<file path="src/rtl/core/mvavg_pkg.sv">
package mvavg_pkg;

  // fixed field widths
  localparam int SAMPLE_W = 32;
  localparam int CFG_W    = 7;

  // defaults
  localparam int          DEF_MAX_WINDOW = 64;
  localparam logic [6:0]  WIN_LEN_RST    = 7'd15;

  typedef enum logic {
    ALU_ADD,
    ALU_SUB
  } alu_op_e;

  typedef enum logic [2:0] {
    ST_IDLE,
    ST_READ,
    ST_MIN,
    ST_MAX,
    ST_SUB,
    ST_ADD,
    ST_DIV,
    ST_FINISH
  } state_e;

endpackage

</file>
<file path="src/rtl/core/mvavg_if.sv">
interface mvavg_in_if;
  import mvavg_pkg::*;

  logic                valid;
  logic                ready;
  logic [SAMPLE_W-1:0] sample;
  logic                start_series;

  modport source (output valid, output sample, output start_series, input ready);
  modport sink   (input valid, input sample, input start_series, output ready);
endinterface

interface mvavg_out_if;
  import mvavg_pkg::*;

  logic                valid;
  logic                ready;
  logic [SAMPLE_W-1:0] average;
  logic                average_valid;
  logic [SAMPLE_W-1:0] series_min;
  logic [SAMPLE_W-1:0] series_max;

  modport source (output valid, output average, output average_valid,
                  output series_min, output series_max, input ready);
  modport sink   (input valid, input average, input average_valid,
                  input series_min, input series_max, output ready);
endinterface

</file>
<file path="src/rtl/core/moving_average_min_max.sv">
// moving average with running min/max, one beat in, one beat out
// average by restoring division of the SUM_W-bit sum (SUM_W = 32 + clog2(MAX_WINDOW),
//   38 by default), one quotient bit per cycle on the shared adder; no division while
//   the window fills; a new beat is taken only after the result of the last one is
//   loaded into the output register
// reset: async active low, clears window, min/max, sets window_len to 15; ring not cleared
module moving_average_min_max #(
  parameter int MAX_WINDOW = mvavg_pkg::DEF_MAX_WINDOW
) (
  input  logic                       clk_i,
  input  logic                       rst_ni,
  input  logic                       cfg_we_i,
  input  logic [mvavg_pkg::CFG_W-1:0] cfg_wdata_i,
  mvavg_in_if.sink                   in_ch_i,
  mvavg_out_if.source                out_ch_o
);
  import mvavg_pkg::*;

  localparam int SLOT_W    = (MAX_WINDOW > 1) ? $clog2(MAX_WINDOW) : 1;
  localparam int CNT_W     = $clog2(MAX_WINDOW + 1);
  localparam int SUM_W     = SAMPLE_W + SLOT_W;
  localparam int DIV_CNT_W = $clog2(SUM_W);

  // ---------------------------------------------------------------------------
  // state
  // ---------------------------------------------------------------------------
  state_e state_q, state_d;

  logic [CFG_W-1:0]    window_len_q;
  logic [SUM_W-1:0]    sum_q;
  logic [CNT_W-1:0]    fill_q;
  logic [SLOT_W-1:0]   slot_q;
  logic [SAMPLE_W-1:0] min_q;
  logic [SAMPLE_W-1:0] max_q;
  logic                seeded_q;

  // per-beat working registers
  logic [SAMPLE_W-1:0]  smp_q;       // latched sample
  logic [CNT_W-1:0]     len_q;       // effective window length for this beat
  logic [SAMPLE_W-1:0]  old_q;       // ring read data, oldest sample
  logic                 full_q;      // window full after this beat
  logic [SUM_W-1:0]     dq_q;        // dividend shifting out, quotient shifting in
  logic [CNT_W-1:0]     rem_q;       // partial remainder
  logic [DIV_CNT_W-1:0] div_cnt_q;

  // output register
  logic                out_valid_q;
  logic [SAMPLE_W-1:0] out_avg_q;
  logic                out_avg_vld_q;
  logic [SAMPLE_W-1:0] out_min_q;
  logic [SAMPLE_W-1:0] out_max_q;

  // sample ring
  logic [SAMPLE_W-1:0] ring_mem [MAX_WINDOW];

  // ---------------------------------------------------------------------------
  // combinational helpers
  // ---------------------------------------------------------------------------
  logic [CNT_W-1:0]  len_eff;
  logic [SLOT_W-1:0] slot_eff;
  logic [CNT_W-1:0]  slot_inc;
  logic [CNT_W-1:0]  fill_next;
  logic [CNT_W:0]    partial;
  logic              in_hs;
  logic              out_load;

  // window_len of zero acts as one, above MAX_WINDOW it saturates
  always_comb begin
    if (window_len_q == '0) begin
      len_eff = CNT_W'(1);
    end else if (int'(window_len_q) > MAX_WINDOW) begin
      len_eff = CNT_W'(MAX_WINDOW);
    end else begin
      len_eff = CNT_W'(window_len_q);
    end
  end

  // slot wraps when the window shrank since the last write
  assign slot_eff  = (CNT_W'(slot_q) >= len_q) ? '0 : slot_q;
  assign slot_inc  = CNT_W'(slot_q) + CNT_W'(1);
  assign fill_next = (fill_q < len_q) ? fill_q + CNT_W'(1) : fill_q;
  // next divider trial value: remainder with the next dividend bit shifted in
  assign partial   = {rem_q, dq_q[SUM_W-1]};

  assign in_hs = in_ch_i.valid & in_ch_i.ready;

  // ---------------------------------------------------------------------------
  // shared adder / subtractor
  // ---------------------------------------------------------------------------
  alu_op_e          alu_op;
  logic [SUM_W-1:0] alu_a;
  logic [SUM_W-1:0] alu_b;
  logic [SUM_W-1:0] alu_y;
  logic             alu_borrow;

  mvavg_alu #(
    .W (SUM_W)
  ) u_alu (
    .op_i     (alu_op),
    .a_i      (alu_a),
    .b_i      (alu_b),
    .y_o      (alu_y),
    .borrow_o (alu_borrow)
  );

  // ---------------------------------------------------------------------------
  // sequencer: next state
  // ---------------------------------------------------------------------------
  always_comb begin
    state_d = state_q;
    unique case (state_q)
      ST_IDLE:   if (in_hs) state_d = ST_READ;
      ST_READ:   state_d = ST_MIN;
      ST_MIN:    state_d = ST_MAX;
      ST_MAX:    state_d = ST_SUB;
      ST_SUB:    state_d = ST_ADD;
      ST_ADD:    state_d = (fill_next >= len_q) ? ST_DIV : ST_FINISH;
      ST_DIV:    if (div_cnt_q == '0) state_d = ST_FINISH;
      ST_FINISH: if (out_load) state_d = ST_IDLE;
      default:   state_d = ST_IDLE;
    endcase
  end

  // ---------------------------------------------------------------------------
  // sequencer: outputs, adder operand steering
  // ---------------------------------------------------------------------------
  always_comb begin
    in_ch_i.ready = 1'b0;
    out_load      = 1'b0;
    alu_op        = ALU_ADD;
    alu_a         = sum_q;
    alu_b         = '0;
    unique case (state_q)
      ST_IDLE: begin
        in_ch_i.ready = 1'b1;
      end
      ST_MIN: begin
        // borrow means sample < min
        alu_op = ALU_SUB;
        alu_a  = SUM_W'(smp_q);
        alu_b  = SUM_W'(min_q);
      end
      ST_MAX: begin
        // borrow means max < sample
        alu_op = ALU_SUB;
        alu_a  = SUM_W'(max_q);
        alu_b  = SUM_W'(smp_q);
      end
      ST_SUB: begin
        alu_op = ALU_SUB;
        alu_a  = sum_q;
        alu_b  = SUM_W'(old_q);
      end
      ST_ADD: begin
        alu_op = ALU_ADD;
        alu_a  = sum_q;
        alu_b  = SUM_W'(smp_q);
      end
      ST_DIV: begin
        alu_op = ALU_SUB;
        alu_a  = SUM_W'(partial);
        alu_b  = SUM_W'(len_q);
      end
      ST_FINISH: begin
        out_load = ~out_valid_q | out_ch_o.ready;
      end
      default: begin
        alu_op = ALU_ADD;
      end
    endcase
  end

  // ---------------------------------------------------------------------------
  // control and running state
  // ---------------------------------------------------------------------------
  always_ff @(posedge clk_i or negedge rst_ni) begin
    if (!rst_ni) begin
      state_q      <= ST_IDLE;
      window_len_q <= WIN_LEN_RST;
      sum_q        <= '0;
      fill_q       <= '0;
      slot_q       <= '0;
      min_q        <= '0;
      max_q        <= '0;
      seeded_q     <= 1'b0;
      full_q       <= 1'b0;
      div_cnt_q    <= '0;
      out_valid_q  <= 1'b0;
    end else begin
      state_q <= state_d;

      if (cfg_we_i) begin
        // new window length restarts window fill, series min/max kept
        window_len_q <= cfg_wdata_i;
        sum_q        <= '0;
        fill_q       <= '0;
        slot_q       <= '0;
      end

      case (state_q)
        ST_IDLE: begin
          if (in_hs && in_ch_i.start_series) begin
            sum_q    <= '0;
            fill_q   <= '0;
            slot_q   <= '0;
            seeded_q <= 1'b0;
          end
        end
        ST_READ: begin
          slot_q <= slot_eff;
        end
        ST_MIN: begin
          if (!seeded_q || alu_borrow) min_q <= smp_q;
        end
        ST_MAX: begin
          if (!seeded_q || alu_borrow) max_q <= smp_q;
          seeded_q <= 1'b1;
        end
        ST_SUB: begin
          // oldest sample leaves the sum once the window is full
          if (fill_q >= len_q) sum_q <= alu_y;
        end
        ST_ADD: begin
          sum_q     <= alu_y;
          fill_q    <= fill_next;
          slot_q    <= (slot_inc >= len_q) ? '0 : slot_inc[SLOT_W-1:0];
          full_q    <= (fill_next >= len_q);
          div_cnt_q <= DIV_CNT_W'(SUM_W - 1);
        end
        ST_DIV: begin
          if (div_cnt_q != '0) div_cnt_q <= div_cnt_q - DIV_CNT_W'(1);
        end
        default: begin
        end
      endcase

      if (out_load) begin
        out_valid_q <= 1'b1;
      end else if (out_ch_o.ready) begin
        out_valid_q <= 1'b0;
      end
    end
  end

  // ---------------------------------------------------------------------------
  // datapath registers, no reset
  // ---------------------------------------------------------------------------
  always_ff @(posedge clk_i) begin
    if (in_hs) begin
      smp_q <= in_ch_i.sample;
      len_q <= len_eff;
    end
    if (state_q == ST_ADD) begin
      dq_q  <= alu_y;
      rem_q <= '0;
    end
    if (state_q == ST_DIV) begin
      // restoring division, one quotient bit per cycle
      if (alu_borrow) begin
        rem_q <= partial[CNT_W-1:0];
        dq_q  <= {dq_q[SUM_W-2:0], 1'b0};
      end else begin
        rem_q <= alu_y[CNT_W-1:0];
        dq_q  <= {dq_q[SUM_W-2:0], 1'b1};
      end
    end
    if (out_load) begin
      out_avg_q     <= full_q ? dq_q[SAMPLE_W-1:0] : '0;
      out_avg_vld_q <= full_q;
      out_min_q     <= min_q;
      out_max_q     <= max_q;
    end
  end

  // sample ring, read in READ, overwritten in SUB
  always_ff @(posedge clk_i) begin
    if (state_q == ST_READ) begin
      old_q <= ring_mem[slot_eff];
    end
    if (state_q == ST_SUB) begin
      ring_mem[slot_q] <= smp_q;
    end
  end

  assign out_ch_o.valid         = out_valid_q;
  assign out_ch_o.average       = out_avg_q;
  assign out_ch_o.average_valid = out_avg_vld_q;
  assign out_ch_o.series_min    = out_min_q;
  assign out_ch_o.series_max    = out_max_q;

  // ---------------------------------------------------------------------------
  // assertions
  // ---------------------------------------------------------------------------
  a_fill_bound: assert property (@(posedge clk_i) disable iff (!rst_ni)
    int'(fill_q) <= MAX_WINDOW)
    else $error("fill count beyond ring depth");

  a_min_le_max: assert property (@(posedge clk_i) disable iff (!rst_ni)
    out_ch_o.valid |-> (out_ch_o.series_min <= out_ch_o.series_max))
    else $error("series min above series max");

  a_avg_zero: assert property (@(posedge clk_i) disable iff (!rst_ni)
    (out_ch_o.valid && !out_ch_o.average_valid) |-> (out_ch_o.average == '0))
    else $error("average nonzero while window not full");

  a_accept_seq: assert property (@(posedge clk_i) disable iff (!rst_ni)
    (in_ch_i.valid && in_ch_i.ready) |=> (state_q == ST_READ))
    else $error("accepted beat did not start sequence");

endmodule

</file>
<file path="src/rtl/core/mvavg_alu.sv">
module mvavg_alu #(
  parameter int W = 38
) (
  input  mvavg_pkg::alu_op_e op_i,
  input  logic [W-1:0]       a_i,
  input  logic [W-1:0]       b_i,
  output logic [W-1:0]       y_o,
  output logic               borrow_o
);
  import mvavg_pkg::*;

  logic [W:0] sum_ext;
  logic       is_sub;

  assign is_sub  = (op_i == ALU_SUB);
  // a - b as a + ~b + 1; carry out low means a < b
  assign sum_ext = {1'b0, a_i} + {1'b0, (is_sub ? ~b_i : b_i)} + {{W{1'b0}}, is_sub};
  assign y_o      = sum_ext[W-1:0];
  assign borrow_o = is_sub & ~sum_ext[W];

endmodule
</file>
<file path="src/flat_wrapper.sv">
// flat-port wrapper written by rule: the top's interface ports become plain ports
module moving_average_min_max_flat import mvavg_pkg::*;
#(
  parameter int MAX_WINDOW = mvavg_pkg::DEF_MAX_WINDOW
)
  (clk_i, rst_ni, cfg_we_i, cfg_wdata_i, in_ch_i_valid, in_ch_i_sample, in_ch_i_start_series, in_ch_i_ready, out_ch_o_valid, out_ch_o_average, out_ch_o_average_valid, out_ch_o_series_min, out_ch_o_series_max, out_ch_o_ready);
  mvavg_in_if in_ch_i_i ();
  mvavg_out_if out_ch_o_i ();
  input  logic clk_i;
  input  logic rst_ni;
  input  logic cfg_we_i;
  input  logic [mvavg_pkg::CFG_W-1:0] cfg_wdata_i;
  input wire logic [$bits(in_ch_i_i.valid)-1:0] in_ch_i_valid;
  input wire logic [$bits(in_ch_i_i.sample)-1:0] in_ch_i_sample;
  input wire logic [$bits(in_ch_i_i.start_series)-1:0] in_ch_i_start_series;
  output wire logic [$bits(in_ch_i_i.ready)-1:0] in_ch_i_ready;
  output wire logic [$bits(out_ch_o_i.valid)-1:0] out_ch_o_valid;
  output wire logic [$bits(out_ch_o_i.average)-1:0] out_ch_o_average;
  output wire logic [$bits(out_ch_o_i.average_valid)-1:0] out_ch_o_average_valid;
  output wire logic [$bits(out_ch_o_i.series_min)-1:0] out_ch_o_series_min;
  output wire logic [$bits(out_ch_o_i.series_max)-1:0] out_ch_o_series_max;
  input wire logic [$bits(out_ch_o_i.ready)-1:0] out_ch_o_ready;
  assign in_ch_i_i.valid = in_ch_i_valid;
  assign in_ch_i_i.sample = in_ch_i_sample;
  assign in_ch_i_i.start_series = in_ch_i_start_series;
  assign in_ch_i_ready = in_ch_i_i.ready;
  assign out_ch_o_valid = out_ch_o_i.valid;
  assign out_ch_o_average = out_ch_o_i.average;
  assign out_ch_o_average_valid = out_ch_o_i.average_valid;
  assign out_ch_o_series_min = out_ch_o_i.series_min;
  assign out_ch_o_series_max = out_ch_o_i.series_max;
  assign out_ch_o_i.ready = out_ch_o_ready;
  moving_average_min_max #(.MAX_WINDOW(MAX_WINDOW)) u_core (.clk_i(clk_i), .rst_ni(rst_ni), .cfg_we_i(cfg_we_i), .cfg_wdata_i(cfg_wdata_i), .in_ch_i(in_ch_i_i), .out_ch_o(out_ch_o_i));
endmodule
</file>
<file path="config.mk">
export PLATFORM = sky130hd
export DESIGN_NAME = moving_average_min_max_flat
export DESIGN_NICKNAME = d
export VERILOG_FILES = /design/src/rtl/core/mvavg_pkg.sv /design/src/rtl/core/mvavg_if.sv /design/src/rtl/core/moving_average_min_max.sv /design/src/rtl/core/mvavg_alu.sv /design/src/flat_wrapper.sv
export SDC_FILE = /design/constraint.sdc
export NUM_CORES = 2
export LEC_CHECK = 0
export ABC_AREA = 1
export BUFFER_PORTS_ARGS = -buffer_cell sky130_fd_sc_hd__buf_2
export CAP_MARGIN = 20
export CORE_ASPECT_RATIO = 1.25
export CORE_MARGIN = 10
export CORE_UTILIZATION = 30
export DETAILED_ROUTE_END_ITERATION = 16
export PLACE_DENSITY = 0.47
export SYNTH_ARGS = -nofsm -noshare
export SYNTH_HDL_FRONTEND = slang
export SYNTH_SLANG_ARGS = --single-unit
</file>
<file path="constraint.sdc">
create_clock -name clk_i -period 11.25 [get_ports clk_i]
set_input_delay 0 -clock clk_i [delete_from_list [all_inputs] [get_ports clk_i]]
set_output_delay 0 -clock clk_i [all_outputs]
set_load 0.05 [all_outputs]
</file>
[Word-level counts from Yosys, hierarchy flattened]
Memories as Yosys holds them, arrays and structs flattened. A register that Yosys moved wholly into a read port is not among the register bits.
Cells that the tools add are included.
W data, S select, Z words.
Cells by class
  add/sub/neg operators: 5
  order comparisons: 6
  equality and inequality tests: 12
  mux-type cells: 39
  bitwise operators: 6
  reduce and logical (&&, ||, !) cells: 18
Operators by type and width (count)
  $mux W38: 6
  $pmux W38 S3: 2
  $pmux W32 S4: 1
  $mux W7: 7
  $add A38 B38 Y39: 1
  $add A39 B1 Y39: 1
  $not A38 Y38: 1
  $mux W6: 5
  $pmux W3 S8: 1
  $ge A7 B7 Y1: 3
  $pmux W6 S3: 1
  $pmux W7 S2: 1
  $eq A3 B3 Y1 const B: 4
  $pmux W6 S2: 1
  $mux W1: 10
  $ne A2 B1 Y1 const B: 5
  $mux W3: 3
  $reduce_and A2 Y1: 4
  $add A6 B1 Y7 const B: 1
  $add A7 B1 Y7 const B: 1
  $ge A6 B7 Y1: 1
  $gt A7 B7 Y1 const B: 1
  $logic_not A7 Y1: 1
  $lt A7 B7 Y1: 1
  other kinds (17): 23
Word-level totals
  register bits: 315
  bits in writable memories: 2048
  output and inout bits: 99
  memories: 1
Memory list
  u_core.ring_mem: words 64, width 32, read ports 1, clocked after Yosys merged registers in 1, wr ports 1, RTL line moving_average_min_max.sv:54  | logic [SAMPLE_W-1:0] ring_mem [MAX_WINDOW];

[Depth between registers and ports, before layout]
  word-level depth: 11
  mapped depth: 26

[Hierarchy]
Synthesis repeated with hierarchy kept, for this count alone.
Second synthesis, totals
  cell total of the unflattened synthesis: 10511
  area, all modules: 107349.2 µm²
Modules (own cells, without submodules)
  moving_average_min_max: times used 1, cells each 9879, area an instance 104109.8 µm², seq. area each 71253.3 µm²
  mvavg_alu: times used 1, cells each 632, area an instance 3239.4 µm², seq. area each 0.0 µm²

[Worst setup path before layout]
No wires, ideal clock.
  path type: flip-flop to flip-flop
  start point: register u_core.state_q[2]
  end point: register u_core.out_avg_q[0] (netlist: u_core.out_ch_o.average[0]) (enable)
  setup time: 0.555 ns
  arrival time: 4.896 ns
  data required time: 10.695 ns
  setup slack: 5.798 ns
  cell stages (with the launch flop): 5
  buffers on the path: 2
  clock period less this slack: 5.452 ns
  path through: dfrtp_1 > buf_2 > clkbuf_1 > nand2_1 > nor2_1
On the way
  longest elaborated chain between the ends: 2
Ends and longest elaborated chain
  start: declaration: RTL line moving_average_min_max.sv:27  | state_e state_q, state_d;
  start signal: assignment: RTL line moving_average_min_max.sv:190  | state_q <= state_d;
  $eq A3 B3 Y1: RTL line moving_average_min_max.sv:133  | unique case (state_q)
  $mux W1: RTL line moving_average_min_max.sv:133
  net u_core.out_load: RTL line moving_average_min_max.sv:65  | logic out_load;
  end signal: assignment: RTL line moving_average_min_max.sv:268  | out_avg_q <= full_q ? dq_q[SAMPLE_W-1:0] : '0;
  end: declaration: RTL line moving_average_min_max.sv:48  | logic [SAMPLE_W-1:0] out_avg_q;
The timed path passes the listed nets, and every way through them passes these cells.
A chain may end at the register's enable or synchronous reset.

[Worst setup path after layout]
  start point: register u_core.slot_q[0]
  end point: register u_core.old_q[13] (read register of u_core.ring_mem) (data pin)
On the way
  longest elaborated chain between the ends: 2
Ends and longest elaborated chain
  start: declaration: RTL line moving_average_min_max.sv:32  | logic [SLOT_W-1:0] slot_q;
  start signal: assignment: RTL line moving_average_min_max.sv:210  | slot_q <= slot_eff;
  start signal: assignment: RTL line moving_average_min_max.sv:226  | slot_q <= (slot_inc >= len_q) ? '0 : slot_inc[SLOT_W-1:0];
  $ge A6 B7 Y1: RTL line moving_average_min_max.sv:79  | assign slot_eff = (CNT_W'(slot_q) >= len_q) ? '0 : slot_q;
  $mux W6 *: RTL line moving_average_min_max.sv:79
  end: declaration: RTL line moving_average_min_max.sv:40  | logic [SAMPLE_W-1:0] old_q;
Mark *: on every way between the ends. The rest lies on a longest branch, timed or not.

==> flow_metrics.py <==
metrics = {
    "setup_path": {
        "arrival_ns": 7.30,
        "r2r_slack_ns": 4.53,
        "cp-start-kind": "flip-flop",
        "required_ns": 11.83,
        "crit_top_cell": "nand3_1",
        "slowest_stage": "inv_8",
        "cp_top_family": "buffers and inverters",
        "crit_buf_inv": 5,
        "cp_max_fo": 116,
        "path_class": "flip-flop to flip-flop",
        "critPathMaxStageDelay_ns": 0.81,
        "crit_path_end_kind": "flip-flop",
        "timing.critical_path.cells": "inv_1 > ha_1 > nand3b_1 > nand2_1 > a21oi_4 > buf_4 > nand3_4 > inv_8 > buf_12 > buf_4 > nand3_1 > nand3_1 > nand3_1 > nand3_1 > nand2_1",
    },
    "logic_synthesis": {
        "yosysSeqAreaShare_pct": 67.4,
        "synth_seq_cells": 2395,
        "synth_cell_types": 54,
        "yosysWarnings": 0,
        "yosysTopAreaCellShare_pct": 64.2,
        "synth_top_flop_cell": "edfxtp_1",
        "avgSynthCellArea_um2": 10.5,
        "synthesis.nets": 10200,
        "postSynthCellCount": 10100,
        "synth.cell_area_um2": 106000,
        "ys_top_cells_by_count": "nand2_1 (2441), edfxtp_1 (2261), inv_1 (1757), nand3_1 (1707), nor2_1 (371)",
        "synth_edf_count": 2261,
        "synth.most_common_cell": "nand2_1",
        "async_flop_share_pct": 5.59,
        "synth_top_cell_by_area": "edfxtp_1",
        "yosys-top-cells-area": "edfxtp_1 (64%), nand2_1 (8.7%), nand3_1 (8.1%)",
    },
    "clocking": {
        "cts_max_path_buffers": 4,
        "postCtsResizedCells": 0,
        "cts_tree": "done",
        "cts.sinks": 2395,
        "cts_root_buf": "clkbuf_16",
        "clock_latency_ns": 0.95,
        "cts_made_buffers": 242,
        "cts_htree_levels": 4,
        "clk_pin_slew_ns": 0.06,
    },
    "timing": {
        "fin_crit_ns": 6.72,
        "rsz0062_at_grt": "false",
        "skew_ns": 0.103,
        "hold_violations": 0,
        "fmax_ghz": 0.149,
        "hold_slack_ns": 0.217,
        "setup_viol": 0,
        "tightestPinTransition_ns": 1.26,
        "slew_viol_final": 0,
        "finalCritPeriodShare_pct": 59.7,
        "slew_headroom_pct": 15.7,
        "fin_tns_setup_ns": 0,
    },
    "global_routing": {
        "grt.overflow.total": 0,
        "use_met1_pct": 22.7,
        "grt_usage_pct": 18.4,
        "grt_antenna_before_repair": 14,
        "grt_max_degree": 212,
        "grt_pass1_vias": 69800,
        "grt_use_met3_pct": 2.14,
        "grt-busiest-layer": "met2",
        "grt_pass1_wl_um": 512000,
        "use_met2_pct": 32.0,
    },
    "detailed_routing": {
        "totalWireLength_um": 361000,
        "first_iter_violations": 6772,
        "dr.pass1.iters": 6,
        "routedWlPerCell_um": 23.9,
        "ant_nets": 0,
        "routed_via_density": 4.83,
        "drcViolationCount": 0,
        "vias": 72900,
    },
    "cells_and_area": {
        "syn2layout_area_growth_pct": 14.2,
        "fin_nets": 10400,
        "nFillCells": 34700,
        "post_route_cells_drive_above_1_share_pct": 7.33,
        "final_area_um2": 121000,
        "post-route-util_pct": 34.4,
        "multi_input_comb_area_um2": 26000,
        "ff_latch_area_um2": 71300,
    },
    "place": {
        "port_buffers": 143,
        "place_congestion": 0.955,
        "hpwl_um": 205000,
        "dpl_cell_area_um2": 112000,
    },
    "die": {
        "rows": 243,
        "die-area_um2": 377000,
        "fp.dieH_um": 684,
        "die_w_um": 551,
        "initial_core_util_pct": 30.1,
        "coreArea_um2": 351000,
        "design.portCount": 144,
    },
    "power_and_ir_drop": {
        "max-vdd-ir-drop_v": 0.000185,
        "p_leak_nw": 49.3,
        "power.total_mw": 27.0,
        "powerDensity_nw_per_um2": 223,
    },
    "status": {
        "outcome": "completed",
    },
    "min_path": {
        "hold_path.class": "input pin to flip-flop",
    },
    "job": {
        "drv_cap": 0,
    },
}
==> tightest hold or removal path: stages <==
cell	delay [ns]
dlygate4sd3_1	0.53
buf_2	0.11
nor2_1	0.09
a31oi_1	0.20
o21ai_0	0.10
==> timing repair <==
item / 4_1_cts / 5_1_grt
buffers inserted: 0 / 0
hold buffers: 103 / 0
endpoints found under the hold margin: 283 / 0
==> flip-flops by register name, indices dropped and copies added (netlist names) <==
signal,flops
u_core.fill_q,7
u_core.out_ch_o.series_max,32
u_core.ring_mem,2048
u_core.smp_q,32
u_core.sum_q,38
u_core.dq_q,38
u_core.rem_q,7
u_core.out_ch_o.series_min,32
u_core.window_len_q,7
u_core.state_q,3
u_core.min_q,32
u_core.len_q,7
u_core.seeded_q,1
u_core.old_q,32
u_core.slot_q,6
u_core.max_q,32
u_core.div_cnt_q,6
u_core.full_q,1
u_core.out_ch_o.average_valid,1
u_core.out_ch_o.valid,1
u_core.out_ch_o.average,32
==> final timing paths <==
check	from	end	cells past startpoint
max	u_core.slot_q[0]	u_core.old_q[13]	15
min	out_ch_o_ready	u_core.state_q[2]	5
max reg2reg	u_core.slot_q[0]	u_core.old_q[13]	15
min reg2reg	u_core.div_cnt_q[5]	u_core.div_cnt_q[5]	2
max in group asynchronous	rst_ni	u_core.sum_q[26]	4
min in group asynchronous	rst_ni	u_core.window_len_q[1]	3
==> cell families after synthesis <==
family,count (synthesis),share of synthesized area [%]
and+or+nand+nor,4739,19.4
DFF,2395,67.4
AOI/OAI and AO/OA,530,3.31
buffers and inverters,2310,8.54
adders and majority gates,74,0.883
xor gates and xnor gates,57,0.472
==> per-stage QoR <==
step                      std cells  worst slack, ns
after floorplan               10100             5.80
after global placement        14500             4.55
after detailed placement      14500             4.50
after CTS                     15100             4.50
after global routing          15100             4.22
final                         15100             4.53
==> power breakdown <==
| group | switching [mW] | leakage, nW | total, mW | internal, mW |
|---|---|---|---|---|
| clock | 3.52 | 3.71 | 7.95 | 4.43 |
| sequential | 0.407 | 22.1 | 11.0 | 10.6 |
| combinational | 5.99 | 23.5 | 8.00 | 2.01 |
| total | 9.92 | 49.3 | 27.0 | 17.0 |
==> cell usage in the layout (no fill, tap or decap), drive strengths merged, types with 6 or more instances in the layout <==
master and count:
nand2 2445, edfxtp 2261, inv 1771, nand3 1709, nor2 374, buf 321, clkbuf 296, o211ai 232
o21ai 145, nand4 140, dfrtp 130, clkinv 112, dlygate4sd3 102, ha 73, a21oi 59, xor2 50
or2 35, nor3 24, bufinv 18, a31oi 12, o22ai 12, diode 8, a21o 8, o31ai 8
clkinvlp 8, xnor2 7, nand3b 7, a21boi 7, a22oi 6, a221oi 6
==> routing by layer <==
metal | routed length, um | up-vias
li1 | - | 33900
met1 | 145000 | 36000
met2 | 177000 | 2424
met3 | 19000 | 599
met4 | 20000 | 4
met5 | 32 | -
==> cell type report <==
| class | instances | area share (%) |
|---|---|---|
| antenna | 8 | 0.0166 |
| clock buffer | 296 | 5.30 |
| clock inverter | 140 | 0.981 |
| inverter | 1769 | 5.53 |
| multi-input combinational | 5400 | 21.5 |
| sequential | 2395 | 59.0 |
| tap | 4655 | 4.83 |
| timing repair buffer | 423 | 2.79 |
Power figures use the tool's default switching activity.
